**config.mk**
```make
export PLATFORM = sky130hd
export DESIGN_NAME = hsv_to_rgb_converter
export DESIGN_NICKNAME = d
export VERILOG_FILES = /design/src/hw/rtl/hsv_pkg.sv /design/src/hw/rtl/hsv_sector.sv /design/src/hw/rtl/hsv_terms.sv /design/src/hw/rtl/hsv_scale.sv /design/src/hw/rtl/hsv_to_rgb_converter.sv
export SDC_FILE = /design/constraint.sdc
export NUM_CORES = 2
export LEC_CHECK = 0
export BUFFER_PORTS_ARGS = -buffer_cell sky130_fd_sc_hd__buf_2
export CORE_MARGIN = 3
export CORE_UTILIZATION = 28
export CTS_BUF_LIST = sky130_fd_sc_hd__clkbuf_4
export DETAILED_ROUTE_END_ITERATION = 10
export PLACE_DENSITY = 0.48
export SLEW_MARGIN = 0
export SYNTH_ARGS = -nofsm -noshare
export SYNTH_HDL_FRONTEND = slang
export SYNTH_SLANG_ARGS = --single-unit
export TNS_END_PERCENT = 100
```
**constraint.sdc**
```tcl
create_clock -name clk -period 13.5 [get_ports clk]
set_input_delay 1.35 -clock clk [delete_from_list [all_inputs] [get_ports clk]]
set_output_delay 1.35 -clock clk [all_outputs]
set_load 0.05 [all_outputs]
```
**src/hw/rtl/hsv_pkg.sv**
```systemverilog
// Shared widths, constants and stage types of the HSV to RGB converter.
package hsv_pkg;

  localparam int HUE_W     = 9;
  localparam int PCT_W     = 7;
  localparam int LVL_W     = 8;
  localparam int FR_W      = 6;
  localparam int SEC_W     = 3;
  localparam int TERM_W    = 13;
  localparam int NUM_W     = 20;
  localparam int CFG_IDX_W = 2;

  localparam int SECTOR_DEG   = 60;
  localparam int SECTOR_COUNT = 6;
  localparam int PCT_FULL     = 100;
  localparam int TERM_FULL    = PCT_FULL * SECTOR_DEG;
  // Number of sector boundaries that a hue of HUE_W bits can pass.
  localparam int HUE_STEPS    = ((2 ** HUE_W) - 1) / SECTOR_DEG;

  // floor(255 * n / 600000) == (n * LEVEL_MUL) >> LEVEL_SHIFT for n <= 600000.
  localparam int MUL_W       = 28;
  localparam int PROD_W      = NUM_W + MUL_W;
  localparam int LEVEL_SHIFT = 39;
  localparam logic [MUL_W-1:0] LEVEL_MUL = 28'd233646232;

  // Register indexes of the configuration port.
  localparam logic [CFG_IDX_W-1:0] REG_SATURATION = 2'd0;
  localparam logic [CFG_IDX_W-1:0] REG_VALUE      = 2'd1;

  // Hue sectors, 60 degrees each.
  localparam logic [SEC_W-1:0] SEC_RED_YELLOW   = 3'd0;
  localparam logic [SEC_W-1:0] SEC_YELLOW_GREEN = 3'd1;
  localparam logic [SEC_W-1:0] SEC_GREEN_CYAN   = 3'd2;
  localparam logic [SEC_W-1:0] SEC_CYAN_BLUE    = 3'd3;
  localparam logic [SEC_W-1:0] SEC_BLUE_MAGENTA = 3'd4;
  localparam logic [SEC_W-1:0] SEC_MAGENTA_RED  = 3'd5;

  typedef struct packed {
    logic             valid;
    logic [SEC_W-1:0] sector;
    logic [FR_W-1:0]  fr;
  } hsv_sec_t;

  typedef struct packed {
    logic              valid;
    logic [TERM_W-1:0] r;
    logic [TERM_W-1:0] g;
    logic [TERM_W-1:0] b;
  } hsv_term_t;

  typedef struct packed {
    logic             valid;
    logic [NUM_W-1:0] r;
    logic [NUM_W-1:0] g;
    logic [NUM_W-1:0] b;
  } hsv_num_t;

endpackage

```
**src/hw/rtl/hsv_sector.sv**
```systemverilog
// First stage: splits the hue into its sector and the offset inside it.
module hsv_sector (
  input  logic                     clk,
  input  logic                     rst_n,
  input  logic                     accept,
  input  logic [hsv_pkg::HUE_W-1:0] hue_deg,
  output hsv_pkg::hsv_sec_t        sec_o
);

  hsv_pkg::hsv_sec_t sec_r;
  hsv_pkg::hsv_sec_t sec_nxt;
  logic [3:0]                 step;
  logic [hsv_pkg::HUE_W-1:0]  base;

  // The boundary compares are independent; the highest one passed wins.
  always_comb begin
    step = '0;
    for (int i = 1; i <= hsv_pkg::HUE_STEPS; i++) begin
      if (hue_deg >= hsv_pkg::HUE_W'(i * hsv_pkg::SECTOR_DEG)) begin
        step = 4'(i);
      end
    end
    base           = hsv_pkg::HUE_W'(int'(step) * hsv_pkg::SECTOR_DEG);
    sec_nxt.valid  = accept;
    sec_nxt.fr     = hsv_pkg::FR_W'(hue_deg - base);
    sec_nxt.sector = (step >= 4'(hsv_pkg::SECTOR_COUNT)) ?
                     hsv_pkg::SEC_W'(step - 4'(hsv_pkg::SECTOR_COUNT)) :
                     hsv_pkg::SEC_W'(step);
  end

  always_ff @(posedge clk) begin
    if (!rst_n) begin
      sec_r.valid <= 1'b0;
    end else begin
      sec_r <= sec_nxt;
    end
  end

  assign sec_o = sec_r;

endmodule

```
**src/hw/rtl/hsv_terms.sv**
```systemverilog
// Second stage: forms the saturation terms of V, p, q and t and routes them by sector.
module hsv_terms (
  input  logic                      clk,
  input  logic                      rst_n,
  input  logic [hsv_pkg::PCT_W-1:0] sat_pct,
  input  hsv_pkg::hsv_sec_t         sec_i,
  output hsv_pkg::hsv_term_t        term_o
);

  hsv_pkg::hsv_term_t term_r;
  hsv_pkg::hsv_term_t term_nxt;
  logic [hsv_pkg::TERM_W-1:0] s_ext;
  logic [hsv_pkg::TERM_W-1:0] tv;
  logic [hsv_pkg::TERM_W-1:0] tp;
  logic [hsv_pkg::TERM_W-1:0] tq;
  logic [hsv_pkg::TERM_W-1:0] tt;

  always_comb begin
    s_ext = hsv_pkg::TERM_W'(sat_pct);
    tv    = hsv_pkg::TERM_W'(hsv_pkg::TERM_FULL);
    tp    = (hsv_pkg::TERM_W'(hsv_pkg::PCT_FULL) - s_ext) *
            hsv_pkg::TERM_W'(hsv_pkg::SECTOR_DEG);
    tq    = tv - hsv_pkg::TERM_W'(sec_i.fr) * s_ext;
    tt    = tv - (hsv_pkg::TERM_W'(hsv_pkg::SECTOR_DEG) -
                  hsv_pkg::TERM_W'(sec_i.fr)) * s_ext;

    term_nxt.valid = sec_i.valid;
    unique case (sec_i.sector)
      hsv_pkg::SEC_YELLOW_GREEN: begin
        term_nxt.r = tq; term_nxt.g = tv; term_nxt.b = tp;
      end
      hsv_pkg::SEC_GREEN_CYAN: begin
        term_nxt.r = tp; term_nxt.g = tv; term_nxt.b = tt;
      end
      hsv_pkg::SEC_CYAN_BLUE: begin
        term_nxt.r = tp; term_nxt.g = tq; term_nxt.b = tv;
      end
      hsv_pkg::SEC_BLUE_MAGENTA: begin
        term_nxt.r = tt; term_nxt.g = tp; term_nxt.b = tv;
      end
      hsv_pkg::SEC_MAGENTA_RED: begin
        term_nxt.r = tv; term_nxt.g = tp; term_nxt.b = tq;
      end
      default: begin
        term_nxt.r = tv; term_nxt.g = tt; term_nxt.b = tp;
      end
    endcase
  end

  always_ff @(posedge clk) begin
    if (!rst_n) begin
      term_r.valid <= 1'b0;
    end else begin
      term_r <= term_nxt;
    end
  end

  assign term_o = term_r;

endmodule

```
**src/hw/rtl/hsv_scale.sv**
```systemverilog
// Third and fourth stages: scale by value, then map the exact fraction to an 8-bit level.
module hsv_scale (
  input  logic                      clk,
  input  logic                      rst_n,
  input  logic [hsv_pkg::PCT_W-1:0] val_pct,
  input  hsv_pkg::hsv_term_t        term_i,
  output logic                      out_valid,
  output logic [hsv_pkg::LVL_W-1:0] out_red,
  output logic [hsv_pkg::LVL_W-1:0] out_green,
  output logic [hsv_pkg::LVL_W-1:0] out_blue
);

  hsv_pkg::hsv_num_t num_r;
  hsv_pkg::hsv_num_t num_nxt;
  logic                      valid_r;
  logic [hsv_pkg::LVL_W-1:0] red_r;
  logic [hsv_pkg::LVL_W-1:0] green_r;
  logic [hsv_pkg::LVL_W-1:0] blue_r;
  logic [hsv_pkg::LVL_W-1:0] red_nxt;
  logic [hsv_pkg::LVL_W-1:0] green_nxt;
  logic [hsv_pkg::LVL_W-1:0] blue_nxt;
  logic [hsv_pkg::PROD_W-1:0] prod_r;
  logic [hsv_pkg::PROD_W-1:0] prod_g;
  logic [hsv_pkg::PROD_W-1:0] prod_b;

  always_comb begin
    num_nxt.valid = term_i.valid;
    num_nxt.r     = hsv_pkg::NUM_W'(val_pct) * hsv_pkg::NUM_W'(term_i.r);
    num_nxt.g     = hsv_pkg::NUM_W'(val_pct) * hsv_pkg::NUM_W'(term_i.g);
    num_nxt.b     = hsv_pkg::NUM_W'(val_pct) * hsv_pkg::NUM_W'(term_i.b);
  end

  // Reciprocal multiply: exact floor division for every numerator in range.
  always_comb begin
    prod_r    = hsv_pkg::PROD_W'(num_r.r) * hsv_pkg::PROD_W'(hsv_pkg::LEVEL_MUL);
    prod_g    = hsv_pkg::PROD_W'(num_r.g) * hsv_pkg::PROD_W'(hsv_pkg::LEVEL_MUL);
    prod_b    = hsv_pkg::PROD_W'(num_r.b) * hsv_pkg::PROD_W'(hsv_pkg::LEVEL_MUL);
    red_nxt   = prod_r[hsv_pkg::LEVEL_SHIFT +: hsv_pkg::LVL_W];
    green_nxt = prod_g[hsv_pkg::LEVEL_SHIFT +: hsv_pkg::LVL_W];
    blue_nxt  = prod_b[hsv_pkg::LEVEL_SHIFT +: hsv_pkg::LVL_W];
  end

  always_ff @(posedge clk) begin
    if (!rst_n) begin
      num_r.valid <= 1'b0;
      valid_r     <= 1'b0;
    end else begin
      num_r   <= num_nxt;
      valid_r <= num_r.valid;
    end
  end

  always_ff @(posedge clk) begin
    red_r   <= red_nxt;
    green_r <= green_nxt;
    blue_r  <= blue_nxt;
  end

  assign out_valid = valid_r;
  assign out_red   = red_r;
  assign out_green = green_r;
  assign out_blue  = blue_r;

endmodule

```
**src/hw/rtl/hsv_to_rgb_converter.sv**
```systemverilog
// Top level of the HSV to RGB converter: configuration registers and the four-stage pipeline.
// A hue word taken at a clock edge passes the sector, term, product and level registers in turn
// to the result ports, stays there for one cycle and is taken by the receiver in that cycle.
// Throughput: one hue word per clock; busy never rises, since every stage advances each cycle.
// The result strobe cannot be held off, so no stage ever waits on the receiver.
// Reset (synchronous, rst_n low) empties the pipeline and sets saturation and value to 100.
module hsv_to_rgb_converter (
  input  logic                          clk,
  input  logic                          rst_n,
  // Input word channel.
  input  logic                          start,
  output logic                          busy,
  input  logic [hsv_pkg::HUE_W-1:0]     in_hue_deg,
  // Result word channel.
  output logic                          out_valid,
  output logic [hsv_pkg::LVL_W-1:0]     out_red,
  output logic [hsv_pkg::LVL_W-1:0]     out_green,
  output logic [hsv_pkg::LVL_W-1:0]     out_blue,
  // Configuration write channel.
  input  logic                          cfg_valid,
  output logic                          cfg_ready,
  input  logic [hsv_pkg::CFG_IDX_W-1:0] cfg_index,
  input  logic [hsv_pkg::PCT_W-1:0]     cfg_data
);

  logic [hsv_pkg::PCT_W-1:0] sat_pct_r;
  logic [hsv_pkg::PCT_W-1:0] sat_pct_nxt;
  logic [hsv_pkg::PCT_W-1:0] val_pct_r;
  logic [hsv_pkg::PCT_W-1:0] val_pct_nxt;
  logic [hsv_pkg::PCT_W-1:0] cfg_clamped;
  logic                      in_accept;
  logic                      cfg_write;

  hsv_pkg::hsv_sec_t  sec;
  hsv_pkg::hsv_term_t term;

  // The pipeline takes a word every cycle, and register writes are always taken.
  assign busy      = 1'b0;
  assign cfg_ready = 1'b1;
  assign in_accept = start && !busy;
  assign cfg_write = cfg_valid && cfg_ready;

  // Percentages above full scale are stored as full scale. Unknown indexes are dropped.
  always_comb begin
    cfg_clamped = (cfg_data > hsv_pkg::PCT_W'(hsv_pkg::PCT_FULL)) ?
                  hsv_pkg::PCT_W'(hsv_pkg::PCT_FULL) : cfg_data;
    sat_pct_nxt = sat_pct_r;
    val_pct_nxt = val_pct_r;
    if (cfg_write) begin
      unique case (cfg_index)
        hsv_pkg::REG_SATURATION: sat_pct_nxt = cfg_clamped;
        hsv_pkg::REG_VALUE:      val_pct_nxt = cfg_clamped;
        default: begin
        end
      endcase
    end
  end

  always_ff @(posedge clk) begin
    if (!rst_n) begin
      sat_pct_r <= hsv_pkg::PCT_W'(hsv_pkg::PCT_FULL);
      val_pct_r <= hsv_pkg::PCT_W'(hsv_pkg::PCT_FULL);
    end else begin
      sat_pct_r <= sat_pct_nxt;
      val_pct_r <= val_pct_nxt;
    end
  end

  // Stage one finds the sector and the offset of the hue inside it.
  hsv_sector u_sector (
    .clk     (clk),
    .rst_n   (rst_n),
    .accept  (in_accept),
    .hue_deg (in_hue_deg),
    .sec_o   (sec)
  );

  // Stage two applies saturation and picks which term feeds each channel.
  hsv_terms u_terms (
    .clk     (clk),
    .rst_n   (rst_n),
    .sat_pct (sat_pct_r),
    .sec_i   (sec),
    .term_o  (term)
  );

  // Stages three and four apply value and turn the exact fraction into a level.
  hsv_scale u_scale (
    .clk       (clk),
    .rst_n     (rst_n),
    .val_pct   (val_pct_r),
    .term_i    (term),
    .out_valid (out_valid),
    .out_red   (out_red),
    .out_green (out_green),
    .out_blue  (out_blue)
  );

  // A result strobe only ever follows an accepted hue word.
  assert property (@(posedge clk) disable iff (!rst_n)
    out_valid |-> $past(start, 4))
    else $error("result strobe without a matching input word");

  // With zero value at the scaling stage, every channel comes out black.
  assert property (@(posedge clk) disable iff (!rst_n)
    (out_valid && ($past(val_pct_r, 2) == '0)) |->
      (out_red == '0 && out_green == '0 && out_blue == '0))
    else $error("nonzero channel with zero value");

  // With zero saturation at the term stage, the color is a gray.
  assert property (@(posedge clk) disable iff (!rst_n)
    (out_valid && ($past(sat_pct_r, 3) == '0)) |->
      (out_red == out_green && out_green == out_blue))
    else $error("channels differ with zero saturation");

  // Stored percentages never pass full scale.
  assert property (@(posedge clk) disable iff (!rst_n)
    (sat_pct_r <= hsv_pkg::PCT_W'(hsv_pkg::PCT_FULL)) &&
    (val_pct_r <= hsv_pkg::PCT_W'(hsv_pkg::PCT_FULL)))
    else $error("configuration percentage above full scale");

endmodule
```
======== Yosys cells after proc, flatten, opt, wreduce, memory -nomap -nowiden ========
Index checks and enable logic that the tools add are counted.
storage, ports and cells
  bits of input ports ..................... 22
  word-level logic and storage cells ...... 63
  register bits ........................... 150
operators by class
  order comparisons ....................... 10
  multiply operators ...................... 10
  mux-type cells .......................... 11
  equality and inequality tests ........... 6
  reduce and logical (&&, ||, !) cells .... 3
  add/sub/neg operators ................... 6
operators with widths
  cell                                                                count
  case mux 39 bit (5 select lines)                                    1
  multiplier 20 x 25 -> 44 bit (second input constant)                3
  multiplier 7 x 13 -> 20 bit                                         3
  greater-or-equal comparator 9 bit (second input constant)           4
  subtractor 13 bit (first input constant)                            2
  greater-or-equal comparator 9 x 8 -> 1 bit (second input constant)  2
  2-to-1 mux 3 bit                                                    5
  multiplier 13 x 4 -> 11 bit (second input constant)                 1
  multiplier 13 x 7 -> 13 bit                                         1
  multiplier 6 x 7 -> 13 bit                                          1
  greater-or-equal comparator 9 x 6 -> 1 bit (second input constant)  1
  greater-or-equal comparator 9 x 7 -> 1 bit (second input constant)  1
  subtractor 7 x 7 -> 8 bit (first input constant)                    1
  > comparator 7 bit (second input constant)                          1
  2-to-1 mux 7 bit                                                    1
  subtractor 6 x 6 -> 7 bit (first input constant)                    1
  equality test 3 x 2 -> 1 bit (second input constant)                2
  equality test 3 bit (second input constant)                         2
  subtractor 6 bit                                                    1
  greater-or-equal comparator 4 x 3 -> 1 bit (second input constant)  1
  multiplier 4 x 1 -> 4 bit (second input constant)                   1
  2-to-1 mux 2 bit                                                    2
  2-to-1 mux 4 bit                                                    1
  AND reduction 2 bit                                                 2
  other kinds (5)                                                     5

======== Depth between registers and ports, before layout ========
  depth in word-level cells ............... 11
  mapped depth ............................ 24
  gate-level depth less buffers ........... 24

======== By module ========
A second synthesis with hierarchy kept.
second synthesis, totals
  cells, all modules ...................... 4366
  area, all modules ....................... 42428.2 µm²
modules (own cells, without submodules)
  module                cells each  instances  area each (µm²)  sequential area each (µm²)
  hsv_scale             3528        1          34917.2          2322.2
  hsv_terms             690         1          6114.6           1191.1
  hsv_sector            81          1          797.0            290.3
  hsv_to_rgb_converter  67          1          599.3            280.3

======== Worst setup path after synthesis ========
No wires, ideal clock.
  path kind ............................... register -> register
  from .................................... register u_scale.num_r[42] (netlist name)
  to ...................................... register u_scale.red_r (netlist bit u_scale.out_red[7])
  setup slack ............................. 7.450 ns
  data required time ...................... 13.361 ns
  cell stages (with the launch flop) ...... 23
  library setup time ...................... 0.139 ns
  arrival time ............................ 5.911 ns
  cell sequence ........................... edfxtp_1 -> inv_1 -> fa_1 -> fa_1 -> inv_1 -> fa_1 -> fa_1 -> inv_1 -> fa_1 -> inv_1 -> fa_1 -> inv_1 -> fa_1 -> inv_1 -> ha_1 -> a21o_1 -> a21o_1 -> a21o_1 -> a21oi_1 -> o21ai_1 -> a2111oi_2 -> nor4b_1 -> a311oi_1
on the way
  longest elaborated chain between the ends .. 1
RTL lines
  element                       line             RTL
  from (decl)                   hsv_scale.sv:13  hsv_pkg::hsv_num_t num_r;
  from (signal assigned)        hsv_scale.sv:48  num_r <= num_nxt;
  multiplier 20 x 25 -> 44 bit  hsv_scale.sv:35  prod_r = hsv_pkg::PROD_W'(num_r.r) * hsv_pkg::PROD_W'(hsv_pkg::LEVEL_MUL);
  via u_scale.prod_r (one bit)  hsv_scale.sv:22  logic [hsv_pkg::PROD_W-1:0] prod_r;
  to (signal assigned)          hsv_scale.sv:54  red_r <= red_nxt;
  to (decl)                     hsv_scale.sv:16  logic [hsv_pkg::LVL_W-1:0] red_r;
The timed path passes the listed nets, and every way through them passes these cells.
A chain may end at the register's enable or synchronous reset.

======== Final worst setup path ========
  from .................................... register u_scale.num_r[2] (netlist name)
  to ...................................... register u_scale.blue_r (netlist bit u_scale.out_blue[7])
on the way
  longest elaborated chain between the ends .. 1
RTL lines
  element                       line             RTL
  multiplier 20 x 25 -> 44 bit  hsv_scale.sv:37  prod_b = hsv_pkg::PROD_W'(num_r.b) * hsv_pkg::PROD_W'(hsv_pkg::LEVEL_MUL);
  via u_scale.prod_b (one bit)  hsv_scale.sv:24  logic [hsv_pkg::PROD_W-1:0] prod_b;
  to (signal assigned)          hsv_scale.sv:56  blue_r <= blue_nxt;
  to (decl)                     hsv_scale.sv:18  logic [hsv_pkg::LVL_W-1:0] blue_r;
The timed path passes the listed nets, and every way through them passes these cells.

==> results by group <==
Outcome
  • Run status: finished clean

Route
  • Total vias in the final route: approximately 28k
  • Antenna Nets Post-Route: 0
  • Drt first pass iters: 5
  • Initial DRC count: 1144
  • Via/cell ratio: 4.40
  • WL final: 100000 um
  • Mean routed wirelength per cell: ~16 um
  • # DRC: 0

Final layout
  • Synthesis-to-layout area growth: 6.76%
  • Proportion of layout cells with a drive suffix above 1: 0.0295
  • Fin nets: 6004
  • Most frequent cells in the layout: 1211 x inv_1, 817 x ha_1, 774 x fa_1, 310 x nand2_1, 155 x and2_1
  • Commonest non-fill, non-tap cell in the layout: inv_1
  • Non-Filler Instances: 6426

Timing
  • RSZ-0062 raised after global routing: no
  • Final Slew Violations: 0
  • Setup TNS: 0 ns
  • Setup Skew: between 0.06 and 0.07 ns
  • Tightest Pin Transition: 1.00 ns
  • Fin. Hold Viols: 0
  • Setup-failing EPs final: 0
  • Max transition margin: 0.332
  • Period utilization: 0.493
  • Tmin final: 6.66 ns
  • Fmax: 150 MHz

Synthesis
  • Share of flip-flops with an asynchronous set or reset: 0
  • Post-Syn Instances: 4379
  • Synth unique cells: 87
  • Top FF cell, synth: edfxtp_1
  • Syn Nets: 5992
  • Mean area per synthesized cell: 9.76 um^2
  • Number of enable flip-flop cells after synthesis: 108
  • Register bit total from synthesis: 150
  • Seq/Total Area, Yosys: 0.0955
  • Yosys warns: 0
  • Syn Std Cell Area: 0.0427 mm^2

CTS
  • Setup repair bufs after CTS: 0
  • H-tree depth: 4
  • PostCTS Resize Cnt: 0
  • Num Clock Sinks: 150
  • Maximum root-to-sink buffer count: 2
  • Worst-Skew Late Latency: between 0.8 and 0.9 ns
  • CTS tree: yes
  • CTS root buffer: clkbuf_4
  • Hold_buf cts: 0
  • Num CTS Buffers: 17
  • Clock Pin Slew Worst Setup and Hold Paths: 0.22 ns

Hold path
  • Hold WC Path Type: reg2reg

Setup path
  • Reg2reg setup slack: between 6 and 7 ns
  • Worst path cell trace: inv_1 -> fa_1 -> fa_1 -> inv_1 -> fa_1 -> fa_1 -> inv_1 -> fa_1 -> inv_1 -> fa_1 -> inv_1 -> fa_1 -> inv_1 -> ha_1 -> a211oi_1 -> o21ai_0 -> a2111oi_0 -> a211oi_1 -> nor4_1 -> xnor2_1
  • Type of the worst setup path: reg2reg
  • Largest stage delay, worst path: 0.63 ns
  • Worst R2R End: u_scale.out_blue[7]
  • Critical Path End: u_scale.out_blue[7]
  • Length in cells of the worst reg-to-reg path: 20
  • CP dominant cell by count: fa_1
  • Crit path capture type: flip-flop
  • CP Depth: 20
  • CP Launch Type: flip-flop
  • CP Max Fanout: 5
  • CP arrival: 7.39 ns
  • CP delay by family, top: adder cells
  • Required time worst endpoint: 14.23 ns
  • R2r startpoint: u_scale.num_r[2]
  • CP max-delay cell: a2111oi_0
  • CP Launch Point: u_scale.num_r[2]
  • Worst path bufs/invs: 6

Die
  • Core Footprint: 0.151 mm^2
  • Die Wd: 397 um
  • Die area: approximately 0.16 mm^2
  • Starting Density: 0.284
  • FP Rows: 142
  • Io pins: slightly below 50
  • Die Y: 397 um

GRT
  • Largest net degree at the start of global routing: 78
  • Vias in the first global route: 30.5k
  • Antenna violations before repair: 2
  • Global-route usage over all layers: 0.132
  • Congestion Overflow GR: 0
  • First-pass GRT wire length: 166000 um

Placed design
  • Gp weighted congestion: between 0.8 and 0.9
  • HPWL after DPL: a little under 90000 um
  • Placed cells: 6388
  • IO Port Bufs: 46

Flow run
  • Max Cap Viol: 0
[sequential cells by signal, summed over array words and instances (netlist names)]
signal	cells
sat_pct_r	7
val_pct_r	7
u_terms.term_o	40
u_scale.out_blue	8
u_scale.out_red	8
u_scale.out_valid	1
u_sector.sec_o	10
u_scale.num_r	61
u_scale.out_green	8
[logic make-up after synthesis]
kind of cell	share of synthesized area
buf+inv	0.113
xor+xnor	0.0270
fa+ha+maj	0.602
mux	0.00261
compound gates	0.0753
simple gates	0.0850
other cells	0.000176
flops	0.0955
[metal layers]
layer  vias up  routed length [um]  track usage
met5         -                   0            0
li1      13700                   -            -
met4         0                1230       0.0241
met3        52                2570       0.0154
met2       287               47300        0.218
met1     14200               49000        0.188
[worst reg2reg max path, stage by stage, from the launching register on]
cell       delay (ns)
edfxtp_1         0.50
inv_1            0.19
fa_1             0.52
fa_1             0.55
inv_1            0.05
fa_1             0.47
fa_1             0.52
inv_1            0.06
fa_1             0.53
inv_1            0.05
fa_1             0.48
inv_1            0.05
fa_1             0.47
inv_1            0.04
ha_1             0.18
a211oi_1         0.20
o21ai_0          0.15
a2111oi_0        0.63
a211oi_1         0.33
nor4_1           0.38
xnor2_1          0.18
[final cells by class]
type | instances | area, um^2
clock buffers | 17 | 128
repair buffers | 62 | 357
inverters | 1212 | 4550
fillers | 16000 | 105000
multi-input cells | 2948 | 33800
well taps | 2016 | 2520
clock inverters | 15 | 141
flip-flops and latches | 150 | 4080
diodes | 6 | 15.0
[worst min-delay path by stage]
| stage | from | to | slack [ns] | depth (start not counted) |
|---|---|---|---|---|
| after floorplan | u_terms.term_o[39] | u_scale.num_r[60] | 0.41 | 1 |
| after CTS | u_scale.num_r[60] | u_scale.out_valid | 0.46 | 1 |
| after global placement | u_terms.term_o[39] | u_scale.num_r[60] | 0.41 | 1 |
| after detailed placement | u_scale.num_r[60] | u_scale.out_valid | 0.42 | 1 |
| final | u_scale.num_r[60] | u_scale.out_valid | 0.45 | 1 |
| after global routing | u_scale.num_r[60] | u_scale.out_valid | 0.48 | 1 |
[through the flow]
step | utilization | cell area [um^2] | worst slack (ns) | hold slack, ns
after floorplan | - | 42700 | 7.45 | 0.412
after global placement | 0.301 | 45400 | 6.76 | 0.414
after detailed placement | 0.301 | 45400 | 6.78 | 0.421
after CTS | 0.303 | 45600 | 6.63 | 0.457
after global routing | 0.303 | 45600 | 6.21 | 0.484
final | 0.303 | 45600 | 6.84 | 0.454
[cells in the mapped netlist (all sizes together), types with 8 or more instances]
master      n  area share
or3        13      0.0019
xnor2      92       0.019
edfxtp    108       0.076
or2        12      0.0018
o21ai      83       0.010
xor2       40      0.0082
a31oi       8      0.0012
o21a       10      0.0018
fa        774        0.36
and3       11      0.0016
a221oi      9      0.0020
a21oi     132       0.016
mux2i      10      0.0023
o22ai      12      0.0018
nor2       85      0.0075
a21boi      8      0.0014
nor3       32      0.0040
a21o       75       0.013
a22oi       8      0.0015
a2111oi    11      0.0034
and2      155       0.023
o211ai     17      0.0033
dfxtp      42       0.020
nand4      22      0.0032
nand2     310       0.027
nor2b      28      0.0041
inv      1211        0.11
ha        817        0.24
nand3      33      0.0039
o21bai     12      0.0021
nand2b     15      0.0022
a211oi     17      0.0031
clkbuf     62      0.0054
o31ai      10      0.0018
Power is left out: the tool's default activity adds up to more than one toggle a clock period on the data nets, which glitch-free logic cannot reach.
